==> config.mk <==
export PLATFORM = sky130hd
export DESIGN_NAME = ethertype_rule_table_unit
export DESIGN_NICKNAME = d
export VERILOG_FILES = /design/src/rtl/etrt_pkg.sv /design/src/rtl/etrt_ram.sv /design/src/rtl/etrt_ctrl.sv /design/src/rtl/etrt_dp.sv /design/src/rtl/ethertype_rule_table_unit.sv
export SDC_FILE = /design/constraint.sdc
export NUM_CORES = 1
export LEC_CHECK = 0
export BUFFER_PORTS_ARGS = -buffer_cell sky130_fd_sc_hd__buf_2
export CORE_UTILIZATION = 55
export DETAILED_ROUTE_END_ITERATION = 12
export PLACE_DENSITY = 0.74
export SLEW_MARGIN = 10
export SYNTH_ARGS = -nofsm -noshare
export SYNTH_HDL_FRONTEND = slang
export SYNTH_SLANG_ARGS = --single-unit
==> constraint.sdc <==
create_clock -name clk -period 3.8 [get_ports clk]
set_input_delay 0.76 -clock clk [delete_from_list [all_inputs] [get_ports clk]]
set_output_delay 0.76 -clock clk [all_outputs]
set_load 0.02 [all_outputs]
==> src/rtl/etrt_pkg.sv <==
package etrt_pkg;

  localparam int MAX_RULES = 16;
  localparam int MAX_QUEUE = 7;
  localparam int IDX_W     = $clog2(MAX_RULES);
  localparam int CNT_W     = $clog2(MAX_RULES + 1);
  localparam int TYPE_W    = 16;
  localparam int QUEUE_W   = 3;
  localparam int SLOT_W    = TYPE_W + QUEUE_W;
  localparam int CMP_W     = 9;

  localparam logic [TYPE_W-1:0] FULL_TYPE_MASK = '1;

  localparam logic [2:0] OP_ADD   = 3'd0;
  localparam logic [2:0] OP_DEL   = 3'd1;
  localparam logic [2:0] OP_GET   = 3'd2;
  localparam logic [2:0] OP_LIST  = 3'd3;
  localparam logic [2:0] OP_FLUSH = 3'd4;

  localparam logic [2:0] STAT_OK          = 3'd0;
  localparam logic [2:0] STAT_UNSUPPORTED = 3'd1;
  localparam logic [2:0] STAT_INVALID     = 3'd2;
  localparam logic [2:0] STAT_NOSPACE     = 3'd3;
  localparam logic [2:0] STAT_EXISTS      = 3'd4;
  localparam logic [2:0] STAT_NOTFOUND    = 3'd5;
  localparam logic [2:0] STAT_OVERFLOW    = 3'd6;

  typedef enum logic [2:0] {
    S_IDLE,
    S_DISPATCH,
    S_SCAN,
    S_TAIL,
    S_FINISH,
    S_GET,
    S_LIST,
    S_LIST_END
  } state_t;

  typedef enum logic [2:0] {
    RES_PRE,
    RES_ADD,
    RES_DEL,
    RES_GET,
    RES_ITEM,
    RES_LIST_END,
    RES_FLUSH,
    RES_BAD
  } res_t;

  typedef struct packed {
    logic capture;
    logic scan_clear;
    logic advance;
    logic probe;
    logic mark_ovf;
    logic emit;
    res_t kind;
  } ctrl_cmd_t;

  typedef struct packed {
    logic [2:0] op;
    logic       pre_fail;
    logic       scan_last;
    logic       list_hit;
    logic       list_full;
  } ctrl_stat_t;

endpackage

==> src/rtl/etrt_ram.sv <==
module etrt_ram #(
  parameter int WIDTH = 8,
  parameter int DEPTH = 16
) (
  input  logic                     clk,
  input  logic                     we,
  input  logic [$clog2(DEPTH)-1:0] waddr,
  input  logic [WIDTH-1:0]         wdata,
  input  logic [$clog2(DEPTH)-1:0] raddr,
  output logic [WIDTH-1:0]         rdata
);

  logic [WIDTH-1:0] mem [DEPTH];

  always_ff @(posedge clk) begin
    if (we) begin
      mem[waddr] <= wdata;
    end
    rdata <= mem[raddr];
  end

endmodule

==> src/rtl/etrt_ctrl.sv <==
module etrt_ctrl (
  input  logic                  clk,
  input  logic                  rst,
  input  logic                  start,
  input  etrt_pkg::ctrl_stat_t  stat,
  output etrt_pkg::ctrl_cmd_t   cmd,
  output logic                  busy
);

  etrt_pkg::state_t state;
  etrt_pkg::state_t state_next;

  always_ff @(posedge clk) begin
    if (rst) begin
      state <= etrt_pkg::S_IDLE;
    end else begin
      state <= state_next;
    end
  end

  always_comb begin
    state_next = state;
    case (state)
      etrt_pkg::S_IDLE: begin
        if (start) state_next = etrt_pkg::S_DISPATCH;
      end
      etrt_pkg::S_DISPATCH: begin
        case (stat.op)
          etrt_pkg::OP_ADD:  state_next = stat.pre_fail ? etrt_pkg::S_IDLE : etrt_pkg::S_SCAN;
          etrt_pkg::OP_GET:  state_next = etrt_pkg::S_GET;
          etrt_pkg::OP_LIST: state_next = etrt_pkg::S_LIST;
          default:           state_next = etrt_pkg::S_IDLE;
        endcase
      end
      etrt_pkg::S_SCAN: begin
        if (stat.scan_last) state_next = etrt_pkg::S_TAIL;
      end
      etrt_pkg::S_TAIL:   state_next = etrt_pkg::S_FINISH;
      etrt_pkg::S_FINISH: state_next = etrt_pkg::S_IDLE;
      etrt_pkg::S_GET:    state_next = etrt_pkg::S_IDLE;
      etrt_pkg::S_LIST: begin
        if ((stat.list_hit && stat.list_full) || stat.scan_last) begin
          state_next = etrt_pkg::S_LIST_END;
        end
      end
      etrt_pkg::S_LIST_END: state_next = etrt_pkg::S_IDLE;
      default:              state_next = etrt_pkg::S_IDLE;
    endcase
  end

  always_comb begin
    cmd            = '0;
    cmd.kind       = etrt_pkg::RES_BAD;
    busy           = 1'b1;
    case (state)
      etrt_pkg::S_IDLE: begin
        busy        = 1'b0;
        cmd.capture = start;
      end
      etrt_pkg::S_DISPATCH: begin
        cmd.scan_clear = 1'b1;
        case (stat.op)
          etrt_pkg::OP_ADD: begin
            cmd.emit = stat.pre_fail;
            cmd.kind = etrt_pkg::RES_PRE;
          end
          etrt_pkg::OP_DEL: begin
            cmd.emit = 1'b1;
            cmd.kind = etrt_pkg::RES_DEL;
          end
          etrt_pkg::OP_GET, etrt_pkg::OP_LIST: begin
            cmd.emit = 1'b0;
          end
          etrt_pkg::OP_FLUSH: begin
            cmd.emit = 1'b1;
            cmd.kind = etrt_pkg::RES_FLUSH;
          end
          default: begin
            cmd.emit = 1'b1;
            cmd.kind = etrt_pkg::RES_BAD;
          end
        endcase
      end
      etrt_pkg::S_SCAN: begin
        cmd.advance = 1'b1;
        cmd.probe   = 1'b1;
      end
      etrt_pkg::S_TAIL: begin
        cmd.emit = 1'b0;
      end
      etrt_pkg::S_FINISH: begin
        cmd.emit = 1'b1;
        cmd.kind = etrt_pkg::RES_ADD;
      end
      etrt_pkg::S_GET: begin
        cmd.emit = 1'b1;
        cmd.kind = etrt_pkg::RES_GET;
      end
      etrt_pkg::S_LIST: begin
        cmd.advance  = 1'b1;
        // stop at the first valid slot beyond the capacity
        cmd.mark_ovf = stat.list_hit && stat.list_full;
        cmd.emit     = stat.list_hit && !stat.list_full;
        cmd.kind     = etrt_pkg::RES_ITEM;
      end
      etrt_pkg::S_LIST_END: begin
        cmd.emit = 1'b1;
        cmd.kind = etrt_pkg::RES_LIST_END;
      end
      default: begin
        busy = 1'b1;
      end
    endcase
  end

endmodule

==> src/rtl/etrt_dp.sv <==
module etrt_dp (
  input  logic                  clk,
  input  logic                  rst,
  input  etrt_pkg::ctrl_cmd_t   cmd,
  output etrt_pkg::ctrl_stat_t  stat,
  input  logic                  cfg_write,
  input  logic [4:0]            cfg_data,
  input  logic [2:0]            command,
  input  logic [7:0]            location,
  input  logic                  any_location,
  input  logic                  flow_is_ether,
  input  logic                  addr_masks_zero,
  input  logic [15:0]           type_mask,
  input  logic [15:0]           ether_type,
  input  logic [7:0]            queue_request,
  input  logic [7:0]            list_capacity,
  output logic                  result_valid,
  output logic [2:0]            status,
  output logic [3:0]            location_out,
  output logic [15:0]           ether_type_out,
  output logic [2:0]            queue_out,
  output logic [4:0]            limit_out,
  output logic [4:0]            count_out,
  output logic                  last
);

  localparam int IDX_W  = etrt_pkg::IDX_W;
  localparam int CNT_W  = etrt_pkg::CNT_W;
  localparam int CMP_W  = etrt_pkg::CMP_W;
  localparam int SLOT_W = etrt_pkg::SLOT_W;
  localparam int QW     = etrt_pkg::QUEUE_W;

  logic [4:0]                   rule_limit;
  logic [etrt_pkg::MAX_RULES-1:0] slot_valid;

  logic [2:0]  cap_cmd;
  logic [7:0]  cap_loc;
  logic        cap_any;
  logic        cap_ether;
  logic        cap_masks;
  logic [15:0] cap_tmask;
  logic [15:0] cap_et;
  logic [7:0]  cap_q;
  logic [7:0]  cap_cap;

  logic [IDX_W-1:0] scan_idx;
  logic [IDX_W-1:0] cmp_idx;
  logic             cmp_live;
  logic             exists;
  logic             ovf;
  logic [CNT_W-1:0] list_cnt;

  logic [CMP_W-1:0] lim;
  logic [IDX_W-1:0] loc_idx;
  logic             loc_hit;
  logic             free_found;
  logic [IDX_W-1:0] free_idx;
  logic [IDX_W-1:0] target;
  logic             unsup;
  logic             bad_q;
  logic             bad_loc;
  logic             add_ok;

  logic              ram_we;
  logic [IDX_W-1:0]  ram_raddr;
  logic [SLOT_W-1:0] ram_rdata;

  logic [2:0]  status_next;
  logic [3:0]  location_next;
  logic [15:0] ether_type_next;
  logic [2:0]  queue_next;
  logic [4:0]  limit_next;
  logic [4:0]  count_next;
  logic        last_next;

  always_ff @(posedge clk) begin
    if (rst) begin
      rule_limit <= 5'(etrt_pkg::MAX_RULES);
    end else if (cfg_write) begin
      rule_limit <= cfg_data;
    end
  end

  always_ff @(posedge clk) begin
    if (cmd.capture) begin
      cap_cmd   <= command;
      cap_loc   <= location;
      cap_any   <= any_location;
      cap_ether <= flow_is_ether;
      cap_masks <= addr_masks_zero;
      cap_tmask <= type_mask;
      cap_et    <= ether_type;
      cap_q     <= queue_request;
      cap_cap   <= list_capacity;
    end
  end

  // decode of the held request
  always_comb begin
    lim = (CMP_W'(rule_limit) < CMP_W'(etrt_pkg::MAX_RULES))
        ? CMP_W'(rule_limit) : CMP_W'(etrt_pkg::MAX_RULES);
    loc_idx = cap_loc[IDX_W-1:0];
    loc_hit = (CMP_W'(cap_loc) < CMP_W'(etrt_pkg::MAX_RULES)) && slot_valid[loc_idx];
    free_found = 1'b0;
    free_idx   = '0;
    for (int i = 0; i < etrt_pkg::MAX_RULES; i++) begin
      if (!free_found && (CMP_W'(i) < lim) && !slot_valid[i]) begin
        free_found = 1'b1;
        free_idx   = IDX_W'(i);
      end
    end
    target  = cap_any ? free_idx : loc_idx;
    unsup   = !cap_ether || !cap_masks || (cap_tmask != etrt_pkg::FULL_TYPE_MASK);
    bad_q   = CMP_W'(cap_q) > CMP_W'(etrt_pkg::MAX_QUEUE);
    bad_loc = !cap_any && (CMP_W'(cap_loc) >= lim);
    add_ok  = !exists;
  end

  always_comb begin
    stat.op        = cap_cmd;
    stat.pre_fail  = unsup || bad_q || bad_loc || (cap_any && !free_found);
    stat.scan_last = scan_idx == IDX_W'(etrt_pkg::MAX_RULES - 1);
    stat.list_hit  = slot_valid[scan_idx];
    stat.list_full = CMP_W'(list_cnt) == CMP_W'(cap_cap);
  end

  // sweep for an equal EtherType at another slot, one RAM read a cycle
  always_ff @(posedge clk) begin
    if (rst) begin
      cmp_live <= 1'b0;
    end else begin
      cmp_live <= cmd.probe;
    end
  end

  always_ff @(posedge clk) begin
    cmp_idx <= scan_idx;
    if (cmd.scan_clear) begin
      scan_idx <= '0;
      exists   <= 1'b0;
      ovf      <= 1'b0;
      list_cnt <= '0;
    end else begin
      if (cmd.advance) begin
        scan_idx <= scan_idx + IDX_W'(1);
      end
      if (cmp_live && slot_valid[cmp_idx] && (cmp_idx != target)
          && (ram_rdata[SLOT_W-1:QW] == cap_et)) begin
        exists <= 1'b1;
      end
      if (cmd.mark_ovf) begin
        ovf <= 1'b1;
      end
      if (cmd.emit && cmd.kind == etrt_pkg::RES_ITEM) begin
        list_cnt <= list_cnt + CNT_W'(1);
      end
    end
  end

  assign ram_we    = cmd.emit && (cmd.kind == etrt_pkg::RES_ADD) && add_ok;
  assign ram_raddr = cmd.probe ? scan_idx : loc_idx;

  etrt_ram #(
    .WIDTH (SLOT_W),
    .DEPTH (etrt_pkg::MAX_RULES)
  ) u_slot_ram (
    .clk   (clk),
    .we    (ram_we),
    .waddr (target),
    .wdata ({cap_et, cap_q[QW-1:0]}),
    .raddr (ram_raddr),
    .rdata (ram_rdata)
  );

  always_ff @(posedge clk) begin
    if (rst) begin
      slot_valid <= '0;
    end else if (cmd.emit) begin
      if (cmd.kind == etrt_pkg::RES_FLUSH) begin
        slot_valid <= '0;
      end else if (cmd.kind == etrt_pkg::RES_DEL && loc_hit) begin
        slot_valid[loc_idx] <= 1'b0;
      end else if (ram_we) begin
        slot_valid[target] <= 1'b1;
      end
    end
  end

  always_comb begin
    status_next     = etrt_pkg::STAT_OK;
    location_next   = '0;
    ether_type_next = '0;
    queue_next      = '0;
    limit_next      = '0;
    count_next      = '0;
    last_next       = 1'b1;
    case (cmd.kind)
      etrt_pkg::RES_PRE: begin
        if (unsup) begin
          status_next = etrt_pkg::STAT_UNSUPPORTED;
        end else if (bad_q || bad_loc) begin
          status_next = etrt_pkg::STAT_INVALID;
        end else begin
          status_next = etrt_pkg::STAT_NOSPACE;
        end
      end
      etrt_pkg::RES_ADD: begin
        status_next   = add_ok ? etrt_pkg::STAT_OK : etrt_pkg::STAT_EXISTS;
        location_next = add_ok ? 4'(target) : 4'd0;
      end
      etrt_pkg::RES_DEL: begin
        status_next = loc_hit ? etrt_pkg::STAT_OK : etrt_pkg::STAT_NOTFOUND;
      end
      etrt_pkg::RES_GET: begin
        limit_next = rule_limit;
        if (loc_hit) begin
          ether_type_next = ram_rdata[SLOT_W-1:QW];
          queue_next      = ram_rdata[QW-1:0];
        end else begin
          status_next = etrt_pkg::STAT_NOTFOUND;
        end
      end
      etrt_pkg::RES_ITEM: begin
        location_next = 4'(scan_idx);
        limit_next    = rule_limit;
        last_next     = 1'b0;
      end
      etrt_pkg::RES_LIST_END: begin
        status_next = ovf ? etrt_pkg::STAT_OVERFLOW : etrt_pkg::STAT_OK;
        limit_next  = rule_limit;
        count_next  = 5'(list_cnt);
      end
      etrt_pkg::RES_FLUSH: begin
        status_next = etrt_pkg::STAT_OK;
      end
      default: begin
        status_next = etrt_pkg::STAT_INVALID;
      end
    endcase
  end

  always_ff @(posedge clk) begin
    if (rst) begin
      result_valid <= 1'b0;
    end else begin
      result_valid <= cmd.emit;
    end
  end

  always_ff @(posedge clk) begin
    if (cmd.emit) begin
      status         <= status_next;
      location_out   <= location_next;
      ether_type_out <= ether_type_next;
      queue_out      <= queue_next;
      limit_out      <= limit_next;
      count_out      <= count_next;
      last           <= last_next;
    end
  end

endmodule

==> src/rtl/ethertype_rule_table_unit.sv <==
// Every command passes a dispatch state after accept; delete, flush, bad codes and adds refused
// up front emit their word there, get in the next state, and an add after the EtherType sweep.
// List walks the 16 slots, one word per valid slot up to list_capacity, then a final word.
// One command at a time: busy drops as the last word is strobed, so the next command is
// accepted at the edge that takes that word at the earliest; results cannot stall.
// Synchronous reset clears every valid mark and sets rule_limit to 16; slot contents are kept.
module ethertype_rule_table_unit (
  input  logic        clk,
  input  logic        rst,
  input  logic        start,
  output logic        busy,
  input  logic        cfg_valid,
  output logic        cfg_ready,
  input  logic [4:0]  cfg_data,
  input  logic [2:0]  command,
  input  logic [7:0]  location,
  input  logic        any_location,
  input  logic        flow_is_ether,
  input  logic        addr_masks_zero,
  input  logic [15:0] type_mask,
  input  logic [15:0] ether_type,
  input  logic [7:0]  queue_request,
  input  logic [7:0]  list_capacity,
  output logic        result_valid,
  output logic [2:0]  status,
  output logic [3:0]  location_out,
  output logic [15:0] ether_type_out,
  output logic [2:0]  queue_out,
  output logic [4:0]  limit_out,
  output logic [4:0]  count_out,
  output logic        last
);

  etrt_pkg::ctrl_cmd_t  cmd;
  etrt_pkg::ctrl_stat_t stat;

  assign cfg_ready = !busy;

  etrt_ctrl u_ctrl (
    .clk   (clk),
    .rst   (rst),
    .start (start),
    .stat  (stat),
    .cmd   (cmd),
    .busy  (busy)
  );

  etrt_dp u_dp (
    .clk             (clk),
    .rst             (rst),
    .cmd             (cmd),
    .stat            (stat),
    .cfg_write       (cfg_valid && cfg_ready),
    .cfg_data        (cfg_data),
    .command         (command),
    .location        (location),
    .any_location    (any_location),
    .flow_is_ether   (flow_is_ether),
    .addr_masks_zero (addr_masks_zero),
    .type_mask       (type_mask),
    .ether_type      (ether_type),
    .queue_request   (queue_request),
    .list_capacity   (list_capacity),
    .result_valid    (result_valid),
    .status          (status),
    .location_out    (location_out),
    .ether_type_out  (ether_type_out),
    .queue_out       (queue_out),
    .limit_out       (limit_out),
    .count_out       (count_out),
    .last            (last)
  );

endmodule

==> results of run 1 <==
power groups by stage:
stage / Sequential, W / Clock, W / Combinational (W)
3_3_place_gp: 0.00596 / 0 / 0.000762
2_1_floorplan: 0.00592 / 0 / 0.000520
6_report: 0.00586 / 0.00446 / 0.000779
3_5_place_dp: 0.00597 / 0 / 0.000777
5_1_grt: 0.00588 / 0.00471 / 0.000839
4_1_cts: 0.00586 / 0.00452 / 0.000783
flip-flops by register name (all words and copies together), names as in the netlist, 8 cells and up:
name,cells
u_dp.ether_type_out,16
u_dp.cap_q,8
u_dp.cap_loc,8
u_dp.slot_valid,16
u_dp.cap_cap,8
u_dp.u_slot_ram.rdata,19
u_dp.cap_et,16
u_dp.cap_tmask,16
u_dp.u_slot_ram.mem,304
metrics by stage:
stage | total power [W] | std cells | hold WS (ps) | setup WS [ps]
floorplan | 0.00644 | 1108 | 329 | 62.7
global placement | 0.00672 | 1647 | 479 | 578
detailed placement | 0.00674 | 1647 | 492 | 425
CTS | 0.0112 | 1730 | 351 | 393
global route | 0.0114 | 1730 | 353 | 115
finish | 0.0111 | 1730 | 365 | 374
path summary, 6_finish.rpt:
kind | to | depth (start not counted) | slack (ps)
worst max-delay path | u_dp.u_slot_ram.mem[8][13]$_DFFE_PP_ | 8 | 370
worst max register to register | u_dp.u_slot_ram.mem[8][13]$_DFFE_PP_ | 8 | 370
worst min-delay path | u_dp.cap_q[0]$_DFFE_PP_ | 1 | 370
worst min register to register | u_dp.queue_out[1]$_SDFFCE_PN0P_ | 1 | 500
synthesized netlist by cell type, drive strengths merged, types with 2 or more instances:
cell type / number
nor4: 8
nor2b: 8
xnor2: 25
dfxtp: 60
or2: 3
buf: 27
xor2: 6
mux4: 90
nor2: 56
a31oi: 23
a21o: 6
nand4: 10
or4: 7
nor3: 14
inv: 8
o221ai: 2
clkbuf: 31
a211oi: 23
nand3b: 2
a311oi: 2
and3: 3
nand2: 80
o211ai: 5
o31ai: 5
or3: 6
nand3: 18
a211o: 2
ha: 7
o21a: 7
and2: 56
o21ai: 32
o22ai: 13
edfxtp: 403
mux2i: 9
a22oi: 3
a21oi: 17
o41ai: 4
nand2b: 12
a41oi: 2
layout make-up:
type                            instances  share of cell area [%]
Multi-Input combinational cell        578                    23.7
Clock buffer                           70                    6.20
Clock inverter                         13                   0.786
Tap cell                              442                    2.58
Timing Repair Buffer                  155                    4.60
Sequential cell                       463                    61.9
Inverter                                9                   0.157
cells in the final DEF (no fill, tap or decap), drive strengths merged, types with 9 or more instances in the layout:
cell type  instances
nand3             18
xnor2             25
nor3              14
nand4             10
a211oi            23
nand2             80
a31oi             23
o22ai             13
mux2i              9
a21oi             17
and2              56
inv                9
clkinv            10
mux4              90
dfxtp             60
clkbuf            70
nand2b            12
buf              155
nor2              56
edfxtp           403
o21ai             32
critical path, stage by stage, from the launching register on:
cell                       delay (ps)
sky130_fd_sc_hd__dfxtp_1          650
sky130_fd_sc_hd__nor2_1           260
sky130_fd_sc_hd__a311oi_1         470
sky130_fd_sc_hd__nor2_1           110
sky130_fd_sc_hd__a211o_1          340
sky130_fd_sc_hd__a31oi_1          390
sky130_fd_sc_hd__nand2_1          270
sky130_fd_sc_hd__nor3_2           200
sky130_fd_sc_hd__buf_4            390
logic make-up (layout without fill, tap and decap cells):
kind of cell,count (synthesis),after routing,synth area share (%)
buf+inv,67,247,1.70
simple gates,286,286,7.80
compound gates,154,154,5.56
fa+ha+maj,7,7,0.471
mux,100,100,11.5
flops,463,463,71.5
xor+xnor,31,31,1.46
per-layer routing:
| metal | share of wire [%] | GRT usage [%] |
|---|---|---|
| met4 | 3.1 | 10.2 |
| met3 | 7.2 | 4.85 |
| met5 | 0.045 | 0 |
| met1 | 40 | 32.9 |
| met2 | 50 | 41.8 |
==> impl_results.html, run 1 <==
<table>
<tr><th>Metric</th><th>Value</th></tr>
<tr><th colspan="2">Synthesis</th></tr>
<tr><td>Post-synthesis sequential area ratio</td><td>71.5%</td></tr>
<tr><td>Cell Area, Synth</td><td>0.0186 mm^2</td></tr>
<tr><td>Mapped Nets</td><td>1186</td></tr>
<tr><td>Flip-flop and latch count after synthesis</td><td>463</td></tr>
<tr><td>Synth Instances</td><td>1108</td></tr>
<tr><td>Number of synthesized flops with an enable pin</td><td>403</td></tr>
<tr><td>Yosys top cell area share</td><td>65.0%</td></tr>
<tr><td>Most used flip-flop cell after synthesis</td><td>sky130_fd_sc_hd__edfxtp_1</td></tr>
<tr><td>Warning count from the yosys run</td><td>0</td></tr>
<tr><td>Netlist cell types</td><td>66</td></tr>
<tr><td>Library cell with the largest summed area after synthesis</td><td>sky130_fd_sc_hd__edfxtp_1</td></tr>
<tr><td>Avg Inst Size Synth</td><td>16.8 um^2</td></tr>
<tr><td>Ranking of synthesized cells by area</td><td>sky130_fd_sc_hd__edfxtp_1 (65%), sky130_fd_sc_hd__mux4_2 (11%), sky130_fd_sc_hd__dfxtp_1 (6.5%)</td></tr>
<tr><td>Post-synth ARST share</td><td>0%</td></tr>
<tr><th colspan="2">CTS</th></tr>
<tr><td>CTS hold repair buffers</td><td>0</td></tr>
<tr><td>Number of buffers created by CTS</td><td>45</td></tr>
<tr><td>Root buffer cell</td><td>sky130_fd_sc_hd__clkbuf_16</td></tr>
<tr><td>Count of H-tree levels built during CTS</td><td>2</td></tr>
<tr><td>Post-CTS setup buffers</td><td>0</td></tr>
<tr><td>Buffer levels on the longest clock path</td><td>3</td></tr>
<tr><td>Worst-Skew Late Latency</td><td>570 ps</td></tr>
<tr><td>Cells resized by post-CTS repair</td><td>0</td></tr>
<tr><td>Clock input transition at the sequential cells of the worst setup and hold paths</td><td>60 ps</td></tr>
<tr><td>CTS tree</td><td>built</td></tr>
<tr><td>Clock net sink count</td><td>463</td></tr>
<tr><th colspan="2">Route</th></tr>
<tr><td>Post-DR vias/cell</td><td>6.18</td></tr>
<tr><td>Pre-antenna DRT Iters</td><td>5</td></tr>
<tr><td>Wirelength per Cell</td><td>24.4 um</td></tr>
<tr><td>Final routed wirelength across all metal layers</td><td>42.3 mm</td></tr>
<tr><td>Drt initial violations</td><td>1102</td></tr>
<tr><td>Post-route DRC violation count</td><td>0</td></tr>
<tr><td>Via count</td><td>10700</td></tr>
<tr><td>Number of antenna-violating nets in the routed design</td><td>0</td></tr>
<tr><th colspan="2">Timing</th></tr>
<tr><td>Post-route clock period utilization</td><td>90.2%</td></tr>
<tr><td>Pins over their slew limit</td><td>0</td></tr>
<tr><td>Final hold violations</td><td>0</td></tr>
<tr><td>Clock Skews</td><td>19.1 ps</td></tr>
<tr><td>Minimum clock period</td><td>3430 ps</td></tr>
<tr><td>Transition time at the pin with the least slew margin</td><td>961 ps</td></tr>
<tr><td>Worst rel slew slack</td><td>35.9%</td></tr>
<tr><td>Setup violators final</td><td>0</td></tr>
<tr><td>RSZ-0062 raised after global routing</td><td>no</td></tr>
<tr><td>Fin Setup TNS</td><td>0 ps</td></tr>
<tr><td>Highest clock rate</td><td>292 MHz</td></tr>
<tr><th colspan="2">Floorplanning</th></tr>
<tr><td>Standard cell core area</td><td>0.0329 mm^2</td></tr>
<tr><td>Initial core utilization</td><td>56.6%</td></tr>
<tr><td>Die Span X</td><td>186 um</td></tr>
<tr><td>Die outline area</td><td>0.0346 mm^2</td></tr>
<tr><td>Number of standard-cell rows in the floorplan</td><td>66</td></tr>
<tr><td>IO Pins</td><td>111</td></tr>
<tr><td>Vertical extent of the die</td><td>186 um</td></tr>
<tr><th colspan="2">Worst hold path</th></tr>
<tr><td>Worst min-delay path class</td><td>in2reg</td></tr>
<tr><td>Hold_sp</td><td>queue_request[0]</td></tr>
<tr><th colspan="2">Power and ir drop</th></tr>
<tr><td>Clock network fraction of total power</td><td>40.2%</td></tr>
<tr><td>Sequential group share of total power</td><td>52.8%</td></tr>
<tr><td>Sw Share</td><td>22.1%</td></tr>
<tr><td>Static leakage power</td><td>7.16 nW</td></tr>
<tr><td>Cell internal power dissipation</td><td>0.00865 W</td></tr>
<tr><td>Net Switching</td><td>0.00245 W</td></tr>
<tr><td>Peak supply drop</td><td>0.458 mV</td></tr>
<tr><td>Share of total power in combinational logic</td><td>7.0%</td></tr>
<tr><td>Power per cell area</td><td>517 mW/mm^2</td></tr>
<tr><th colspan="2">Critical path</th></tr>
<tr><td>CP startpoint kind</td><td>flip-flop</td></tr>
<tr><td>Critical Setup Path Class</td><td>reg2reg</td></tr>
<tr><td>Arrival time at the worst endpoint</td><td>3640 ps</td></tr>
<tr><td>R2R Path Start</td><td>u_dp.rule_limit[4]$_SDFFE_PP1P_</td></tr>
<tr><td>Source of the critical timing path</td><td>u_dp.rule_limit[4]$_SDFFE_PP1P_</td></tr>
<tr><td>Required time worst endpoint</td><td>4010 ps</td></tr>
<tr><td>Kind of capture point of the worst setup path</td><td>flip-flop</td></tr>
<tr><td>Largest fanout on the critical path</td><td>19</td></tr>
<tr><th colspan="2">Final layout</th></tr>
<tr><td>Antenna diode count</td><td>0</td></tr>
<tr><td>Flip-flop and latch area</td><td>0.0133 mm^2</td></tr>
<tr><td>Fill count</td><td>2251</td></tr>
<tr><td>Utilization after layout</td><td>65.3%</td></tr>
<tr><td>Relative area change from synthesis to final layout</td><td>15.4%</td></tr>
<tr><td>Layout cells sized above 1</td><td>26.8%</td></tr>
<tr><td>Final #Nets</td><td>1330</td></tr>
<tr><td>Area taken by multi-input logic gates</td><td>0.00510 mm^2</td></tr>
<tr><td>Final non-filler cell area</td><td>0.0215 mm^2</td></tr>
<tr><th colspan="2">Global route</th></tr>
<tr><td>Global Route Usage Sum</td><td>25.2%</td></tr>
<tr><td>Total gr overflow</td><td>0</td></tr>
<tr><td>Number of global-route vias before repair</td><td>10700</td></tr>
<tr><td>First-pass GRT wire length</td><td>63.1 mm</td></tr>
<tr><td>Largest net degree at the start of global routing</td><td>77</td></tr>
<tr><td>Antenna violations before repair</td><td>1</td></tr>
<tr><th colspan="2">Run</th></tr>
<tr><td>Max-cap violation count</td><td>0</td></tr>
<tr><th colspan="2">Placed design</th></tr>
<tr><td>Count of buffers from port buffering</td><td>110</td></tr>
<tr><td>Gp weighted congestion</td><td>0.909</td></tr>
<tr><td>Standard cell area after detailed placement</td><td>0.0200 mm^2</td></tr>
<tr><td>Dpl hpwl</td><td>25.8 mm</td></tr>
<tr><th colspan="2">Run status</th></tr>
<tr><td>Status</td><td>finished, final reports clean</td></tr>
</table>
No activity file was read; power rests on OpenSTA's default activity.
==> run 2: changes to the inputs <==
--- a/config.mk
+++ b/config.mk
@@ -6,9 +6,12 @@
 export NUM_CORES = 1
 export LEC_CHECK = 0
 export BUFFER_PORTS_ARGS = -buffer_cell sky130_fd_sc_hd__buf_2
+export CAP_MARGIN = 30
 export CORE_UTILIZATION = 55
+export CTS_CLUSTER_DIAMETER = 30
 export DETAILED_ROUTE_END_ITERATION = 12
 export PLACE_DENSITY = 0.74
+export RECOVER_POWER = 50
 export SLEW_MARGIN = 10
 export SYNTH_ARGS = -nofsm -noshare
 export SYNTH_HDL_FRONTEND = slang
==> run 2 against run 1 <==
The run now ends with max-capacitance violations, max-slew violations left. Final cell count increased by 4.3%. Clock-buffer cell count increased by 35. Non-clock buffer count unchanged. Sequential share of layout area decreased by 4.1 points. First-iteration DRC count increased by 17%. Routed wire length increased by 8.5%. Via count increased by 5.1%. Core utilization increased by 4.6 points. Register-to-register slack got worse by 80 ps. Sequential cell count unchanged. Critical path type unchanged. Largest power group is now clock. Highest routed layer is now met4.
==> impl_results.html, run 2 (synthesis gave the netlist of run 1 again) <==
<table>
<tr><th>Metric</th><th>Value</th></tr>
<tr><th colspan="2">Critical path</th></tr>
<tr><td>Arrival time at the worst endpoint</td><td>3740 ps</td></tr>
<tr><td>R2R Path Start</td><td>u_dp.rule_limit[4]$_SDFFE_PP1P_</td></tr>
<tr><td>Crit-path leading delay family</td><td>compound AO/OA/AOI/OAI gates</td></tr>
<tr><td>Most frequent cell on the critical path</td><td>sky130_fd_sc_hd__nor2_1</td></tr>
<tr><td>Required time worst endpoint</td><td>4040 ps</td></tr>
<tr><td>Kind of capture point of the worst setup path</td><td>flip-flop</td></tr>
<tr><td>Crit path buffers/inverters</td><td>1</td></tr>
<tr><td>Chain of cells forming the critical path</td><td>nor2_1 -&gt; a311oi_1 -&gt; nor2_1 -&gt; a211o_1 -&gt; a31oi_1 -&gt; nand2_1 -&gt; nor3_2 -&gt; buf_4</td></tr>
<tr><td>Critical Setup Path Class</td><td>reg2reg</td></tr>
<tr><td>Largest stage delay, worst path</td><td>650 ps</td></tr>
<tr><td>Largest fanout on the critical path</td><td>19</td></tr>
<tr><td>Source of the critical timing path</td><td>u_dp.rule_limit[4]$_SDFFE_PP1P_</td></tr>
<tr><td>CP startpoint kind</td><td>flip-flop</td></tr>
<tr><td>Library cell contributing the largest single delay on the critical path</td><td>sky130_fd_sc_hd__dfxtp_1</td></tr>
<tr><th colspan="2">Run status</th></tr>
<tr><td>Status</td><td>complete, but fails checks</td></tr>
<tr><td>Failing checks</td><td>max-capacitance violations, max-slew violations</td></tr>
<tr><th colspan="2">Global route</th></tr>
<tr><td>Largest net degree at the start of global routing</td><td>77</td></tr>
<tr><td>Global Route Usage Sum</td><td>27.5%</td></tr>
<tr><td>First-pass GRT wire length</td><td>67.8 mm</td></tr>
<tr><td>Number of global-route vias before repair</td><td>11400</td></tr>
<tr><td>Antenna violations before repair</td><td>0</td></tr>
<tr><td>Total gr overflow</td><td>0</td></tr>
<tr><th colspan="2">CTS</th></tr>
<tr><td>CTS hold repair buffers</td><td>0</td></tr>
<tr><td>Buffer levels on the longest clock path</td><td>3</td></tr>
<tr><td>Post-CTS setup buffers</td><td>0</td></tr>
<tr><td>Clock net sink count</td><td>463</td></tr>
<tr><td>Worst-Skew Late Latency</td><td>610 ps</td></tr>
<tr><td>Clock input transition at the sequential cells of the worst setup and hold paths</td><td>60 ps</td></tr>
<tr><td>Root buffer cell</td><td>sky130_fd_sc_hd__clkbuf_16</td></tr>
<tr><td>Cells resized by post-CTS repair</td><td>0</td></tr>
<tr><td>Number of buffers created by CTS</td><td>85</td></tr>
<tr><td>CTS tree</td><td>built</td></tr>
<tr><td>Count of H-tree levels built during CTS</td><td>3</td></tr>
<tr><th colspan="2">Route</th></tr>
<tr><td>Drt initial violations</td><td>1284</td></tr>
<tr><td>Met3 Wirelength</td><td>3.63 mm</td></tr>
<tr><td>Post-DR vias/cell</td><td>6.23</td></tr>
<tr><td>Final routed wirelength across all metal layers</td><td>45.9 mm</td></tr>
<tr><td>Post-route DRC violation count</td><td>0</td></tr>
<tr><td>Number of antenna-violating nets in the routed design</td><td>0</td></tr>
<tr><td>Met1 Wirelength</td><td>17.4 mm</td></tr>
<tr><td>Pre-antenna DRT Iters</td><td>7</td></tr>
<tr><td>Met2 WL</td><td>23.1 mm</td></tr>
<tr><td>Via count</td><td>11200</td></tr>
<tr><td>Highest metal layer with signal wires</td><td>met4</td></tr>
<tr><td>Wirelength per Cell</td><td>25.4 um</td></tr>
<tr><th colspan="2">Timing</th></tr>
<tr><td>RSZ-0062 raised after global routing</td><td>no</td></tr>
<tr><td>Final hold violations</td><td>0</td></tr>
<tr><td>Highest clock rate</td><td>285 MHz</td></tr>
<tr><td>Transition time at the pin with the least slew margin</td><td>1690 ps</td></tr>
<tr><td>Minimum clock period</td><td>3500 ps</td></tr>
<tr><td>Clock Skews</td><td>37.5 ps</td></tr>
<tr><td>Worst rel slew slack</td><td>-12.6%</td></tr>
<tr><td>Setup violators final</td><td>0</td></tr>
<tr><td>Pins over their slew limit</td><td>63</td></tr>
<tr><td>Post-route clock period utilization</td><td>92.2%</td></tr>
<tr><td>Fin Setup TNS</td><td>0 ps</td></tr>
<tr><th colspan="2">Floorplanning</th></tr>
<tr><td>Vertical extent of the die</td><td>186 um</td></tr>
<tr><td>Initial core utilization</td><td>56.6%</td></tr>
<tr><td>Die Span X</td><td>186 um</td></tr>
<tr><td>IO Pins</td><td>111</td></tr>
<tr><td>Die outline area</td><td>0.0346 mm^2</td></tr>
<tr><td>Number of standard-cell rows in the floorplan</td><td>66</td></tr>
<tr><td>Standard cell core area</td><td>0.0329 mm^2</td></tr>
<tr><th colspan="2">Placed design</th></tr>
<tr><td>Dpl hpwl</td><td>25.8 mm</td></tr>
<tr><td>Total instance count after detailed placement</td><td>1647</td></tr>
<tr><td>Standard cell area after detailed placement</td><td>0.0200 mm^2</td></tr>
<tr><td>Gp weighted congestion</td><td>0.909</td></tr>
<tr><td>Count of buffers from port buffering</td><td>110</td></tr>
<tr><th colspan="2">Final layout</th></tr>
<tr><td>Max reg flops</td><td>304</td></tr>
<tr><td>Final non-filler cell area</td><td>0.0230 mm^2</td></tr>
<tr><td>Relative area change from synthesis to final layout</td><td>23.6%</td></tr>
<tr><td>Final #Nets</td><td>1370</td></tr>
<tr><td>Most frequent standard cell in the layout excluding fill and tap cells</td><td>sky130_fd_sc_hd__edfxtp_1</td></tr>
<tr><td>Register with the most flip-flops</td><td>u_dp.u_slot_ram.mem</td></tr>
<tr><td>Antenna diode count</td><td>0</td></tr>
<tr><td>Regs by FF count</td><td>u_dp.u_slot_ram.mem: 304 flops, u_dp.u_slot_ram.rdata: 19 flops</td></tr>
<tr><td>Non-filler instance count after layout</td><td>1804</td></tr>
<tr><td>Layout cells sized above 1</td><td>27.7%</td></tr>
<tr><td>Fill count</td><td>2050</td></tr>
<tr><td>Commonest cells after routing, fill and taps aside</td><td>sky130_fd_sc_hd__edfxtp_1 (403), sky130_fd_sc_hd__clkbuf_16 (89), sky130_fd_sc_hd__mux4_2 (87)</td></tr>
<tr><th colspan="2">Worst hold path</th></tr>
<tr><td>Hold_sp</td><td>ether_type[5]</td></tr>
<tr><td>Worst min-delay path class</td><td>in2reg</td></tr>
<tr><th colspan="2">Run</th></tr>
<tr><td>Max-cap violation count</td><td>1</td></tr>
<tr><th colspan="2">Power and ir drop</th></tr>
<tr><td>Static leakage power</td><td>7.78 nW</td></tr>
<tr><td>Peak supply drop</td><td>0.622 mV</td></tr>
<tr><td>Power per cell area</td><td>639 mW/mm^2</td></tr>
</table>
## run 2: layout make-up
cell class              count  area, um^2  area share (%)
clock inverters            52         733            3.19
flip-flops and latches    463       13300            57.9
well taps                 442         553            2.41
multi-input cells         578        5100            22.2
inverters                   9        33.8           0.147
repair buffers            155         921            4.01
clock buffers             105        2350            10.2
## run 2: layer usage
metal	GRT usage (%)	vias to the layer above
met5	0	-
met4	12.3	0
met3	5.65	137
met2	46.0	656
met1	34.7	5660
li1	-	4791
## run 2: path summary, 6_finish.rpt
check | to | slack [ps] | depth (start not counted)
hold / removal | u_dp.cap_et[5]$_DFFE_PP_ | 330 | 1
hold reg to reg | u_dp.queue_out[1]$_SDFFCE_PN0P_ | 500 | 1
setup / recovery | u_dp.u_slot_ram.mem[8][11]$_DFFE_PP_ | 300 | 8
setup reg to reg | u_dp.u_slot_ram.mem[8][11]$_DFFE_PP_ | 300 | 8
## run 2: through the flow
step                      utilization [%]  hold slack (ps)  power, W  setup WS [ps]
after floorplan                         -              329   0.00644           62.7
after global placement               60.8              479   0.00672            578
after detailed placement             60.8              492   0.00674            425
after CTS                            70.2              306    0.0148            380
after global routing                 69.9              314    0.0150           64.4
final                                69.9              331    0.0147            297
## run 2: power by group
| group | internal [W] | switching [W] | total (W) |
|---|---|---|---|
| combinational | 0.000318 | 0.000460 | 0.000778 |
| sequential | 0.00571 | 0.000171 | 0.00588 |
| clock | 0.00542 | 0.00260 | 0.00803 |
| total | 0.0115 | 0.00323 | 0.0147 |
